[config.mk]
export PLATFORM = sky130hd
export DESIGN_NAME = priority_bitmap_thread_scheduler_top
export DESIGN_NICKNAME = d
export VERILOG_FILES = /design/src/design/pbts_pkg.sv /design/src/design/priority_bitmap_thread_scheduler_top.sv /design/src/design/pbts_ram.sv
export SDC_FILE = /design/constraint.sdc
export NUM_CORES = 2
export LEC_CHECK = 0
export BUFFER_PORTS_ARGS = -buffer_cell sky130_fd_sc_hd__buf_4
export CAP_MARGIN = 20
export CORE_MARGIN = 5
export CORE_UTILIZATION = 41
export DETAILED_ROUTE_END_ITERATION = 12
export PLACE_DENSITY = 0.55
export SYNTH_ARGS = -nofsm -noshare
export SYNTH_HDL_FRONTEND = slang
export SYNTH_HIERARCHICAL = 1
export SYNTH_SLANG_ARGS = --single-unit
[constraint.sdc]
create_clock -name aclk -period 9.1 [get_ports aclk]
set_input_delay 1.365 -clock aclk [delete_from_list [all_inputs] [get_ports aclk]]
set_output_delay 1.365 -clock aclk [all_outputs]
set_load 0.005 [all_outputs]
[src/design/pbts_pkg.sv]
// Shared constants for the priority bitmap thread scheduler.
package pbts_pkg;
    localparam int MAX_THREADS_DEF     = 16;
    localparam int PRIORITY_LEVELS_DEF = 32;

    localparam logic [2:0] KIND_CREATE   = 3'd0;
    localparam logic [2:0] KIND_READY    = 3'd1;
    localparam logic [2:0] KIND_REMOVE   = 3'd2;
    localparam logic [2:0] KIND_START    = 3'd3;
    localparam logic [2:0] KIND_SCHEDULE = 3'd4;
    localparam logic [2:0] KIND_TICK     = 3'd5;

    localparam logic [1:0] ST_NOT_READY = 2'd0;
    localparam logic [1:0] ST_READY     = 2'd1;
    localparam logic [1:0] ST_RUNNING   = 2'd2;

    localparam logic [1:0] ERR_OK       = 2'd0;
    localparam logic [1:0] ERR_NO_READY = 2'd1;
    localparam logic [1:0] ERR_NO_CUR   = 2'd2;
endpackage

[src/design/priority_bitmap_thread_scheduler_top.sv]
// Top level of the priority bitmap thread scheduler.
//
// Usage: each transfer on the s_ channel is one scheduler operation
// (create, ready again, remove, start, schedule, tick). Every operation
// yields exactly one result transfer on the m_ channel with the switch
// decision, the running thread and an error code.
// The per-thread slice state (length and time left) lies in synchronous
// RAMs; link lists, priorities and status live in small flip-flop tables.
// After acceptance an operation passes through a slice RAM read state and a
// compute state; a start or a switch adds one more state to unlink the picked
// thread. The result sits in an output register.
// A new operation is accepted only when the block is idle and the output
// register is empty, so the block does not take a new operation before the
// last result has been taken.
// At reset the ready bitmap, all thread status, the running thread and the
// output valid flag are cleared; no clearing pass is needed. A stalled
// receiver holds the result stable and keeps s_tready low until it is taken.
module priority_bitmap_thread_scheduler_top #(
    parameter int MAX_THREADS     = pbts_pkg::MAX_THREADS_DEF,
    parameter int PRIORITY_LEVELS = pbts_pkg::PRIORITY_LEVELS_DEF
) (
    input  logic        aclk,
    input  logic        aresetn,
    input  logic        s_tvalid,
    output logic        s_tready,
    // kind[2:0], thread_id[6:3], priority_req[11:7], slice_ticks[27:12], zero pad
    input  logic [31:0] s_tdata,
    output logic        m_tvalid,
    input  logic        m_tready,
    // switched[0], from_thread[4:1], to_thread[8:5], running_valid[9],
    // error_code[11:10], zero pad
    output logic [15:0] m_tdata
);
    localparam int TW = (MAX_THREADS > 1) ? $clog2(MAX_THREADS) : 1;
    localparam int LW = (PRIORITY_LEVELS > 1) ? $clog2(PRIORITY_LEVELS) : 1;
    localparam logic [2:0] S_IDLE = 3'd0, S_READ = 3'd1, S_EXEC = 3'd2,
                           S_SCHED = 3'd3;

    logic [2:0] state_reg;
    logic [2:0] kind_reg;
    logic [3:0] tid_reg;
    logic [4:0] prio_reg;
    logic [15:0] slice_reg;

    logic [PRIORITY_LEVELS-1:0] bitmap_reg;
    logic [TW-1:0] head_reg [PRIORITY_LEVELS];
    logic [TW:0]   next_reg [MAX_THREADS];   // MSB set marks end of list
    logic [TW:0]   prev_reg [MAX_THREADS];
    logic [LW-1:0] tprio_reg [MAX_THREADS];
    logic [1:0]    status_reg [MAX_THREADS];
    logic [TW-1:0] run_reg;
    logic          run_valid_reg;
    logic [TW-1:0] pick_reg;

    logic          out_valid_reg;
    logic [11:0]   out_reg;

    // Slice RAMs, read at the running thread and written at the thread that the operation works on.
    logic [TW-1:0] slice_addr;
    logic          len_we, left_we;
    logic [15:0]   len_wdata, left_wdata, len_rdata, left_rdata;
    logic [TW-1:0] len_waddr, left_waddr;

    pbts_ram #(.WIDTH(16), .DEPTH(MAX_THREADS)) u_len (
        .aclk(aclk), .we(len_we), .waddr(len_waddr), .wdata(len_wdata),
        .raddr(slice_addr), .rdata(len_rdata));
    pbts_ram #(.WIDTH(16), .DEPTH(MAX_THREADS)) u_left (
        .aclk(aclk), .we(left_we), .waddr(left_waddr), .wdata(left_wdata),
        .raddr(slice_addr), .rdata(left_rdata));

    assign s_tready = (state_reg == S_IDLE) && !out_valid_reg;
    assign m_tvalid = out_valid_reg;
    assign m_tdata  = {4'd0, out_reg};

    logic id_ok;
    logic [TW-1:0] tid_t;
    assign id_ok = ({28'd0, tid_reg} < MAX_THREADS);
    assign tid_t = TW'(tid_reg);
    assign slice_addr = run_reg;

    // Lowest set bitmap bit.
    logic [LW-1:0] best_lvl;
    always_comb begin
        best_lvl = '0;
        for (int i = PRIORITY_LEVELS - 1; i >= 0; i--) begin
            if (bitmap_reg[i]) begin
                best_lvl = LW'(i);
            end
        end
    end
    logic [TW-1:0] best_t;
    assign best_t = head_reg[best_lvl];

    logic [LW-1:0] sat_prio;
    assign sat_prio = ({27'd0, prio_reg} >= PRIORITY_LEVELS) ?
                      LW'(PRIORITY_LEVELS - 1) : prio_reg[LW-1:0];

    // Next-state copies of the list tables, edited by one operation.
    logic [PRIORITY_LEVELS-1:0] bm_n;
    logic [TW-1:0] head_n [PRIORITY_LEVELS];
    logic [TW:0]   next_n [MAX_THREADS];
    logic [TW:0]   prev_n [MAX_THREADS];
    logic [LW-1:0] tprio_n [MAX_THREADS];
    logic [1:0]    status_n [MAX_THREADS];
    logic [TW-1:0] run_n;
    logic          run_valid_n;
    logic [2:0]    state_n;
    logic          out_load;
    logic          sw_n;
    logic [TW-1:0] from_n;
    logic [1:0]    err_n;

    always_comb begin
        logic [TW:0] p, n, o;
        logic [LW-1:0] lv;
        logic [TW-1:0] cur;
        bm_n = bitmap_reg;
        head_n = head_reg;
        next_n = next_reg;
        prev_n = prev_reg;
        tprio_n = tprio_reg;
        status_n = status_reg;
        run_n = run_reg;
        run_valid_n = run_valid_reg;
        state_n = state_reg;
        out_load = 1'b0;
        sw_n = 1'b0;
        from_n = '0;
        err_n = pbts_pkg::ERR_OK;
        len_we = 1'b0;
        left_we = 1'b0;
        len_waddr = tid_t;
        left_waddr = tid_t;
        len_wdata = slice_reg;
        left_wdata = slice_reg;
        p = '0; n = '0; o = '0; lv = '0;
        cur = run_reg;
        case (state_reg)
            S_IDLE: begin
                if (s_tvalid && s_tready) begin
                    state_n = S_READ;
                end
            end
            S_READ: begin
                state_n = S_EXEC;
            end
            S_EXEC: begin
                state_n = S_IDLE;
                out_load = 1'b1;
                case (kind_reg)
                    pbts_pkg::KIND_CREATE, pbts_pkg::KIND_READY, pbts_pkg::KIND_REMOVE: begin
                        if (id_ok && !(kind_reg == pbts_pkg::KIND_READY &&
                                       status_reg[tid_t] == pbts_pkg::ST_RUNNING)) begin
                            if (status_reg[tid_t] == pbts_pkg::ST_READY) begin
                                lv = tprio_reg[tid_t];
                                p = prev_reg[tid_t];
                                n = next_reg[tid_t];
                                if (!p[TW]) next_n[p[TW-1:0]] = n;
                                else head_n[lv] = n[TW-1:0];
                                if (!n[TW]) prev_n[n[TW-1:0]] = p;
                                if (p[TW] && n[TW]) bm_n[lv] = 1'b0;
                            end
                            if (kind_reg == pbts_pkg::KIND_CREATE) begin
                                tprio_n[tid_t] = sat_prio;
                                len_we = 1'b1;
                                left_we = 1'b1;
                            end
                            if (kind_reg == pbts_pkg::KIND_REMOVE) begin
                                if (status_reg[tid_t] != pbts_pkg::ST_NOT_READY)
                                    status_n[tid_t] = pbts_pkg::ST_NOT_READY;
                                if (status_reg[tid_t] == pbts_pkg::ST_RUNNING &&
                                    run_valid_reg && run_reg == tid_t)
                                    run_valid_n = 1'b0;
                            end else if (status_reg[tid_t] != pbts_pkg::ST_RUNNING) begin
                                lv = tprio_n[tid_t];
                                o = {1'b0, head_n[lv]};
                                if (bm_n[lv]) begin
                                    next_n[tid_t] = o;
                                    prev_n[o[TW-1:0]] = {1'b0, tid_t};
                                end else begin
                                    next_n[tid_t] = {1'b1, {TW{1'b0}}};
                                end
                                prev_n[tid_t] = {1'b1, {TW{1'b0}}};
                                head_n[lv] = tid_t;
                                bm_n[lv] = 1'b1;
                                status_n[tid_t] = pbts_pkg::ST_READY;
                            end
                        end
                    end
                    pbts_pkg::KIND_START: begin
                        if (!run_valid_reg) begin
                            if (bitmap_reg == '0) err_n = pbts_pkg::ERR_NO_READY;
                            else state_n = S_SCHED;
                            out_load = (bitmap_reg == '0);
                        end
                    end
                    pbts_pkg::KIND_SCHEDULE, pbts_pkg::KIND_TICK: begin
                        if (!run_valid_reg) begin
                            err_n = pbts_pkg::ERR_NO_CUR;
                        end else if (kind_reg == pbts_pkg::KIND_TICK &&
                                     left_rdata > 16'd1) begin
                            left_we = 1'b1;
                            left_waddr = cur;
                            left_wdata = left_rdata - 16'd1;
                        end else begin
                            if (kind_reg == pbts_pkg::KIND_TICK) begin
                                left_we = 1'b1;
                                left_waddr = cur;
                                left_wdata = len_rdata;
                            end
                            if (bitmap_reg == '0) begin
                                err_n = pbts_pkg::ERR_NO_READY;
                            end else if (tprio_reg[cur] >= tprio_reg[best_t]) begin
                                // Put the current thread back at its list head.
                                lv = tprio_reg[cur];
                                o = {1'b0, head_reg[lv]};
                                if (bitmap_reg[lv]) begin
                                    next_n[cur] = o;
                                    prev_n[o[TW-1:0]] = {1'b0, cur};
                                end else begin
                                    next_n[cur] = {1'b1, {TW{1'b0}}};
                                end
                                prev_n[cur] = {1'b1, {TW{1'b0}}};
                                head_n[lv] = cur;
                                bm_n[lv] = 1'b1;
                                status_n[cur] = pbts_pkg::ST_READY;
                                sw_n = 1'b1;
                                from_n = cur;
                                state_n = S_SCHED;
                                out_load = 1'b0;
                            end
                        end
                    end
                    default: begin
                    end
                endcase
            end
            S_SCHED: begin
                // Unlink the thread picked in the compute cycle and make it run.
                // The pick is held because the yielding thread may now head its level.
                state_n = S_IDLE;
                out_load = 1'b1;
                sw_n = (kind_reg != pbts_pkg::KIND_START);
                from_n = TW'(out_reg[4:1]);
                cur = pick_reg;
                lv = best_lvl;
                p = prev_reg[cur];
                n = next_reg[cur];
                if (!p[TW]) next_n[p[TW-1:0]] = n;
                else head_n[lv] = n[TW-1:0];
                if (!n[TW]) prev_n[n[TW-1:0]] = p;
                if (p[TW] && n[TW]) bm_n[lv] = 1'b0;
                next_n[cur] = {1'b1, {TW{1'b0}}};
                prev_n[cur] = {1'b1, {TW{1'b0}}};
                status_n[cur] = pbts_pkg::ST_RUNNING;
                run_n = cur;
                run_valid_n = 1'b1;
            end
            default: state_n = S_IDLE;
        endcase
    end

    always_ff @(posedge aclk) begin
        if (!aresetn) begin
            state_reg <= S_IDLE;
            bitmap_reg <= '0;
            run_valid_reg <= 1'b0;
            run_reg <= '0;
            out_valid_reg <= 1'b0;
            for (int i = 0; i < MAX_THREADS; i++) status_reg[i] <= pbts_pkg::ST_NOT_READY;
        end else begin
            state_reg <= state_n;
            bitmap_reg <= bm_n;
            run_valid_reg <= run_valid_n;
            run_reg <= run_n;
            status_reg <= status_n;
            if (out_load) out_valid_reg <= 1'b1;
            else if (m_tvalid && m_tready) out_valid_reg <= 1'b0;
        end
    end

    always_ff @(posedge aclk) begin
        head_reg <= head_n;
        next_reg <= next_n;
        prev_reg <= prev_n;
        tprio_reg <= tprio_n;
        if (state_reg == S_EXEC) pick_reg <= best_t;
        if (s_tvalid && s_tready) begin
            kind_reg <= s_tdata[2:0];
            tid_reg <= s_tdata[6:3];
            prio_reg <= s_tdata[11:7];
            slice_reg <= s_tdata[27:12];
        end
        if (sw_n && !out_load) begin
            out_reg[1 +: 4] <= 4'(from_n);
        end
        if (out_load) begin
            out_reg[0] <= sw_n;
            out_reg[4:1] <= sw_n ? 4'(from_n) : 4'd0;
            out_reg[8:5] <= run_valid_n ? 4'(run_n) : 4'd0;
            out_reg[9] <= run_valid_n;
            out_reg[11:10] <= err_n;
        end
    end
endmodule

[src/design/pbts_ram.sv]
// Generic single-port-write, single-port-read RAM with registered read data.
module pbts_ram #(
    parameter int WIDTH = 8,
    parameter int DEPTH = 16
) (
    input  logic                     aclk,
    input  logic                     we,
    input  logic [$clog2(DEPTH)-1:0] waddr,
    input  logic [WIDTH-1:0]         wdata,
    input  logic [$clog2(DEPTH)-1:0] raddr,
    output logic [WIDTH-1:0]         rdata
);
    logic [WIDTH-1:0] mem [DEPTH];

    always_ff @(posedge aclk) begin
        if (we) begin
            mem[waddr] <= wdata;
        end
        rdata <= mem[raddr];
    end
endmodule
* After elaboration in Yosys (flattened, before gate mapping)
Memories as Yosys holds them, arrays and structs flattened. A register that Yosys moved wholly into a read port is not among the register bits. Cells that the tools add are included.
Cells by class: div/mod/pow operators 0, $mul 0, reduce and logical (&&, ||, !) cells 43, equal/unequal tests 24, add/subtract/negate cells 1, shift operators 0, mux-type cells 283, bitwise operators 47, magnitude comparators 37
Operators by type and width (number):
- $mux W80 | 47
- $mux W128 | 13
- $bwmux W80 | 9
- $mux W32 | 21
- $pmux W80 S2 | 4
- $bwmux W128 | 4
- $pmux W128 S2 | 2
- $and A64 B64 Y64 | 6
- $mux W5 | 58
- $pmux W32 S2 | 4
- $not A64 Y64 | 3
- $demux W5 S4 | 9
- $bmux W5 S4 | 8
- $or A16 B16 Y16 | 9
- $and A32 B32 Y32 | 3
- $not A32 Y32 | 3
- $mux W4 | 23
- $demux W4 S5 | 4
- $mux W16 | 5
- $or A32 B32 Y32 | 2
- $bmux W4 S5 | 3
- $ge A5 B5 Y1 const B | 10
- $not A4 Y5 | 10
- $and A16 B16 Y16 | 3
- other kinds (45) | 172
Word-level totals: output and inout port bits 18, input port bits 36, flip-flop bits (word level) 485, latch bits 0, ROM bits 0, memories kept 2, memory bits (writable) 512, word-level logic and storage cells 547
Memories:
- u_left.mem | depth 16, width 16, rd ports 1, clocked after Yosys merged registers in 1, write ports 1, line pbts_ram.sv:13 | logic [WIDTH-1:0] mem [DEPTH];
- u_len.mem | depth 16, width 16, rd ports 1, clocked after Yosys merged registers in 1, write ports 1, line pbts_ram.sv:13

* Depth between registers and ports, before layout
word-level depth 54, gate-level depth with buffers 34, gate-level depth less buffers 30

* Hierarchy
The synthesis kept the hierarchy.
By module, submodules not included:
- priority_bitmap_thread_scheduler_top | area an instance 46012.9 sq um, cells each 5316, instances 1, sequential area each 13813.2 sq um
- pbts_ram | area an instance 10042.1 sq um, cells each 432, instances 2, sequential area each 8007.7 sq um

* Worst setup path after synthesis
OpenSTA, ideal clock, no wires.
kind flip-flop to flip-flop, start register bitmap_reg[31], end register prev_reg[0] (netlist bit), enable pin, buffers on the path 4, setup time 0.433 ns, setup slack 1.028 ns, required time 8.667 ns, cell stages (with the launch flop) 29, clock period less this slack 8.072 ns, arrival 7.639 ns, cells stage by stage dfxtp_1 -> nor2b_1 -> o21bai_1 -> a21oi_1 -> o41ai_1 -> a31oi_1 -> o41ai_2 -> clkbuf_1 -> mux2i_1 -> a22oi_1 -> and3_1 -> a22oi_1 -> clkbuf_1 -> buf_1 -> mux2i_1 -> a22oi_1 -> o211a_1 -> ha_1 -> nand2b_1 -> a21o_1 -> a21o_1 -> a21oi_1 -> nor2b_1 -> o211ai_1 -> a211o_1 -> a21oi_1 -> o21ai_1 -> clkbuf_1 -> inv_1
Between the ends: cells in the longest elaborated chain, start to end 43, elaborated cells on any way between the ends 45, those cells by class order compare: 1; eq/ne: 2; mux: 38; bitwise: 2; reduce/logical: 2
RTL lines:
- start: declaration | line priority_bitmap_thread_scheduler_top.sv:45 | logic [PRIORITY_LEVELS-1:0] bitmap_reg;
- start signal: assignment | line priority_bitmap_thread_scheduler_top.sv:273 | bitmap_reg <= bm_n;
- $mux W5 (32 in series) | line priority_bitmap_thread_scheduler_top.sv:86 | if (bitmap_reg[i]) begin
- $not A5 Y6 (implied by the code) | line priority_bitmap_thread_scheduler_top.sv:92 | assign best_t = head_reg[best_lvl];
- $bmux W4 S5 | line priority_bitmap_thread_scheduler_top.sv:92
- $mux W4 (implied by the code) (2 in series) | line priority_bitmap_thread_scheduler_top.sv:92
- $not A4 Y5 (implied by the code) | line priority_bitmap_thread_scheduler_top.sv:213 | end else if (tprio_reg[cur] >= tprio_reg[best_t]) begin
- $bmux W5 S4 | line priority_bitmap_thread_scheduler_top.sv:213
- $mux W5 (implied by the code) (2 in series) | line priority_bitmap_thread_scheduler_top.sv:213
- $ge A5 B5 Y1 | line priority_bitmap_thread_scheduler_top.sv:213
- $ne A3 B3 Y1 (no line)
- $reduce_and A7 Y1 (no line) *
- end signal: assignment | line priority_bitmap_thread_scheduler_top.sv:285 | prev_reg <= prev_n;
- end: declaration | line priority_bitmap_thread_scheduler_top.sv:48 | logic [TW:0] prev_reg [MAX_THREADS];
Mark *: on every way between the ends. The rest lies on a longest branch, timed or not. The select of a mux whose other input is x is not followed. A chain may end at the register's enable or synchronous reset.

* Worst setup path in the final report
start register bitmap_reg[31], end register bitmap_reg[12]
Between the ends: cells in the longest elaborated chain, start to end 43, elaborated cells on any way between the ends 54, those cells by class order compare: 3; eq/ne: 2; mux: 42; bitwise: 4; reduce/logical: 3
RTL lines:
- $mux W5 (32 in series) | line priority_bitmap_thread_scheduler_top.sv:86
- $not A5 Y6 (implied by the code) | line priority_bitmap_thread_scheduler_top.sv:92
- $bmux W4 S5 | line priority_bitmap_thread_scheduler_top.sv:92
- $mux W4 (implied by the code) (2 in series) | line priority_bitmap_thread_scheduler_top.sv:92
- named net best_t[3] | line priority_bitmap_thread_scheduler_top.sv:91 | logic [TW-1:0] best_t;
- $not A4 Y5 (implied by the code) | line priority_bitmap_thread_scheduler_top.sv:213
- $bmux W5 S4 | line priority_bitmap_thread_scheduler_top.sv:213
- $mux W5 (implied by the code) (2 in series) | line priority_bitmap_thread_scheduler_top.sv:213
- $ge A5 B5 Y1 | line priority_bitmap_thread_scheduler_top.sv:213
- $ne A3 B3 Y1 (no line)
- $reduce_and A8 Y1 (no line)
The timed path passes the listed nets, and every way through them passes these cells. The select of a mux whose other input is x is not followed.

==> run metrics <==
min-delay worst type=reg -> reg; clock skew=0.108 ns; startpoint types=flip-flop; die area=approximately 170000 µm²; Async S/R FF share, synth=0%; post-CTS sizing=0; GRT Util Overall=41.0%; TritonCTS clock tree=yes; clock buffer depth=3; synth top area cells=edfxtp_1 (42%), mux4_2 (8.2%), mux2i_1 (7.6%); Total Routed Length=357000 µm; first-pass GRT wire length=slightly below 500000 µm; GPL Wtd Cong=1.06; pin count of the biggest net entering global routing=107; DR pass1 iterations=9; WL met3=39200 µm; Rel. slew slack=4.32%; Worst Tran Pin Value=1.44 ns; Post-Route Utilization=46.6%; RSZ-0062 raised after global routing=no; fin crit period=8.53 ns; Sink Count=1028; Unique masters post-synth=99; delay-heaviest family, CP=compound AO/OA/AOI/OAI gates; syn avg cell area=10.7 µm²; Crit Path Class=reg -> reg; Post-CTS Hold Fix Bufs=0; top post-synthesis cells by count=edfxtp_1 (924), nor2_1 (608), nand2_1 (552); die height=412 µm; sequential area share after synthesis=45.1%; core footprint=between 150000 and 200000 µm²; Final Cycle Share=a little over nine tenths; CTS Buf Count=118; Max FO, Critical Path=34; CTS root buf=clkbuf_16; fin nets=~6300; worst setup margin=between 0.5 and 0.6 ns; dominant synthesized flop cell=edfxtp_1; Worst-path clk slew=0.06 ns; area share of the largest cell type after synthesis=42.0%; Antenna Violating Nets Remaining=0; port bufs=45; vias in the first global route=57796; Max Used Layer=met5; Metal-1 WL=between 100000 and 150000 µm; Worst setup EP type=flip-flop; vias=around 61000; CTS H-Tree Depth=3; outcome=completed; Yosys top cell by area=edfxtp_1; Slew Limit Fails=0; FMAX=~0.12 GHz; count leader, synth=edfxtp_1; Max-cap violations=0; WL met2=153000 µm; Seq cells post-synth=1028; Cell Area, Synth=66100 µm²; Power Total=13.4 mW; leak pwr=25.3 nW; dpl ws=roughly 0.9 ns; initial core utilization=41.2%; Max VDD drop=0.000187 V; final hold vios=0; DIE WIDTH=412 µm; synth warn=6; WL/cell=~42 µm; slowest cell on the critical path=nor4b_2; TNS Setup=0 ns; share of layout cells above drive strength 1=19.3%; cells after synthesis=6180; number of core rows=147; Worst Path Required=9.73 ns; Post-CTS Repair Setup Buffers=0; dpl hpwl=roughly 250000 µm; drt via density=7.21; global route overflow=0; initial antenna violation count=16; DR DRC count=0; Worst path most repeated cell=a21o_1; EDFF count, synth=924; synthesis-to-layout area growth=13.2%; CP arrival=roughly 9.2 ns; Cell Pwr Density=179 nW/µm²; First DRT Iteration DRCs=between 9000 and 10000; Critical path buffers and inverters=4; CP max stage delay=1.01 ns; worst-skew pair later-pin latency=around 0.84 ns; final setup fails=0; I/O pins=54
[cell families after synthesis]
group / Yosys count / share of synthesized area [%]
buf+inv: 540 / 3.41
simple gates: 1875 / 13.2
fa+ha+maj: 7 / 0.133
flops: 1028 / 45.1
mux: 996 / 20.6
compound gates: 1714 / 17.4
xor+xnor: 19 / 0.252
other cells: 1 / 0.00567
[where the power goes]
part           switching (mW)  leakage (nW)  internal (mW)
Combinational            2.13          14.0          0.777
Clock                    2.19          2.02           2.98
Sequential              0.103          9.21           5.24
Total                    4.42          25.3           9.00
[layer usage]
layer  up-vias  track usage (%)
li1      24523                -
met1     30714             50.8
met2      4653             60.8
met3      1367             11.5
met4        18             31.3
met5         -                0
[final timing paths]
check | to | slack, ns | depth (start not counted) | start
setup reg to reg | bitmap_reg[12] | 0.57 | 32 | bitmap_reg[31]
hold reg to reg | status_reg[9] | 0.48 | 2 | status_reg[9]
hold / removal | status_reg[9] | 0.48 | 2 | status_reg[9]
setup / recovery | bitmap_reg[12] | 0.57 | 32 | bitmap_reg[31]
[stage by stage]
step | instance area (µm²) | hold WS, ns | std cells
5_1_grt | 74800 | 0.521 | 8485
6_report | 74800 | 0.484 | 8500
3_5_place_dp | 70400 | 0.481 | 8245
4_1_cts | 74600 | 0.488 | 8468
2_1_floorplan | 66100 | 0.449 | 6183
3_3_place_gp | 70200 | 0.472 | 8228
[tightest hold or removal path, cell delays in order (launching register included)]
cell and delay [ns]:
dfxtp_1 0.31, o21ai_0 0.06, a21boi_0 0.07
[area by class of cell]
cell class | count | area (µm²)
inverter | 37 | 140
tap | 2160 | 2700
multi-input combinational | 4615 | 34400
clock inverter | 86 | 1070
fill | 14961 | 85600
sequential | 1028 | 29800
timing repair buffer | 419 | 3510
clock buffer | 137 | 3120
antenna | 18 | 45.0
[cell usage in the layout (no fill, tap or decap), types with 113 or more instances in the layout]
cell type	n
a21oi_1	383
a221oi_1	128
a22oi_1	141
buf_4	382
clkbuf_16	118
edfxtp_1	924
mux2_2	228
mux2i_1	505
mux4_2	239
nand2_1	549
nand3_1	113
nor2_1	569
nor3_1	219
o21ai_0	337
Note: power is estimated with default switching activity, not from simulation.
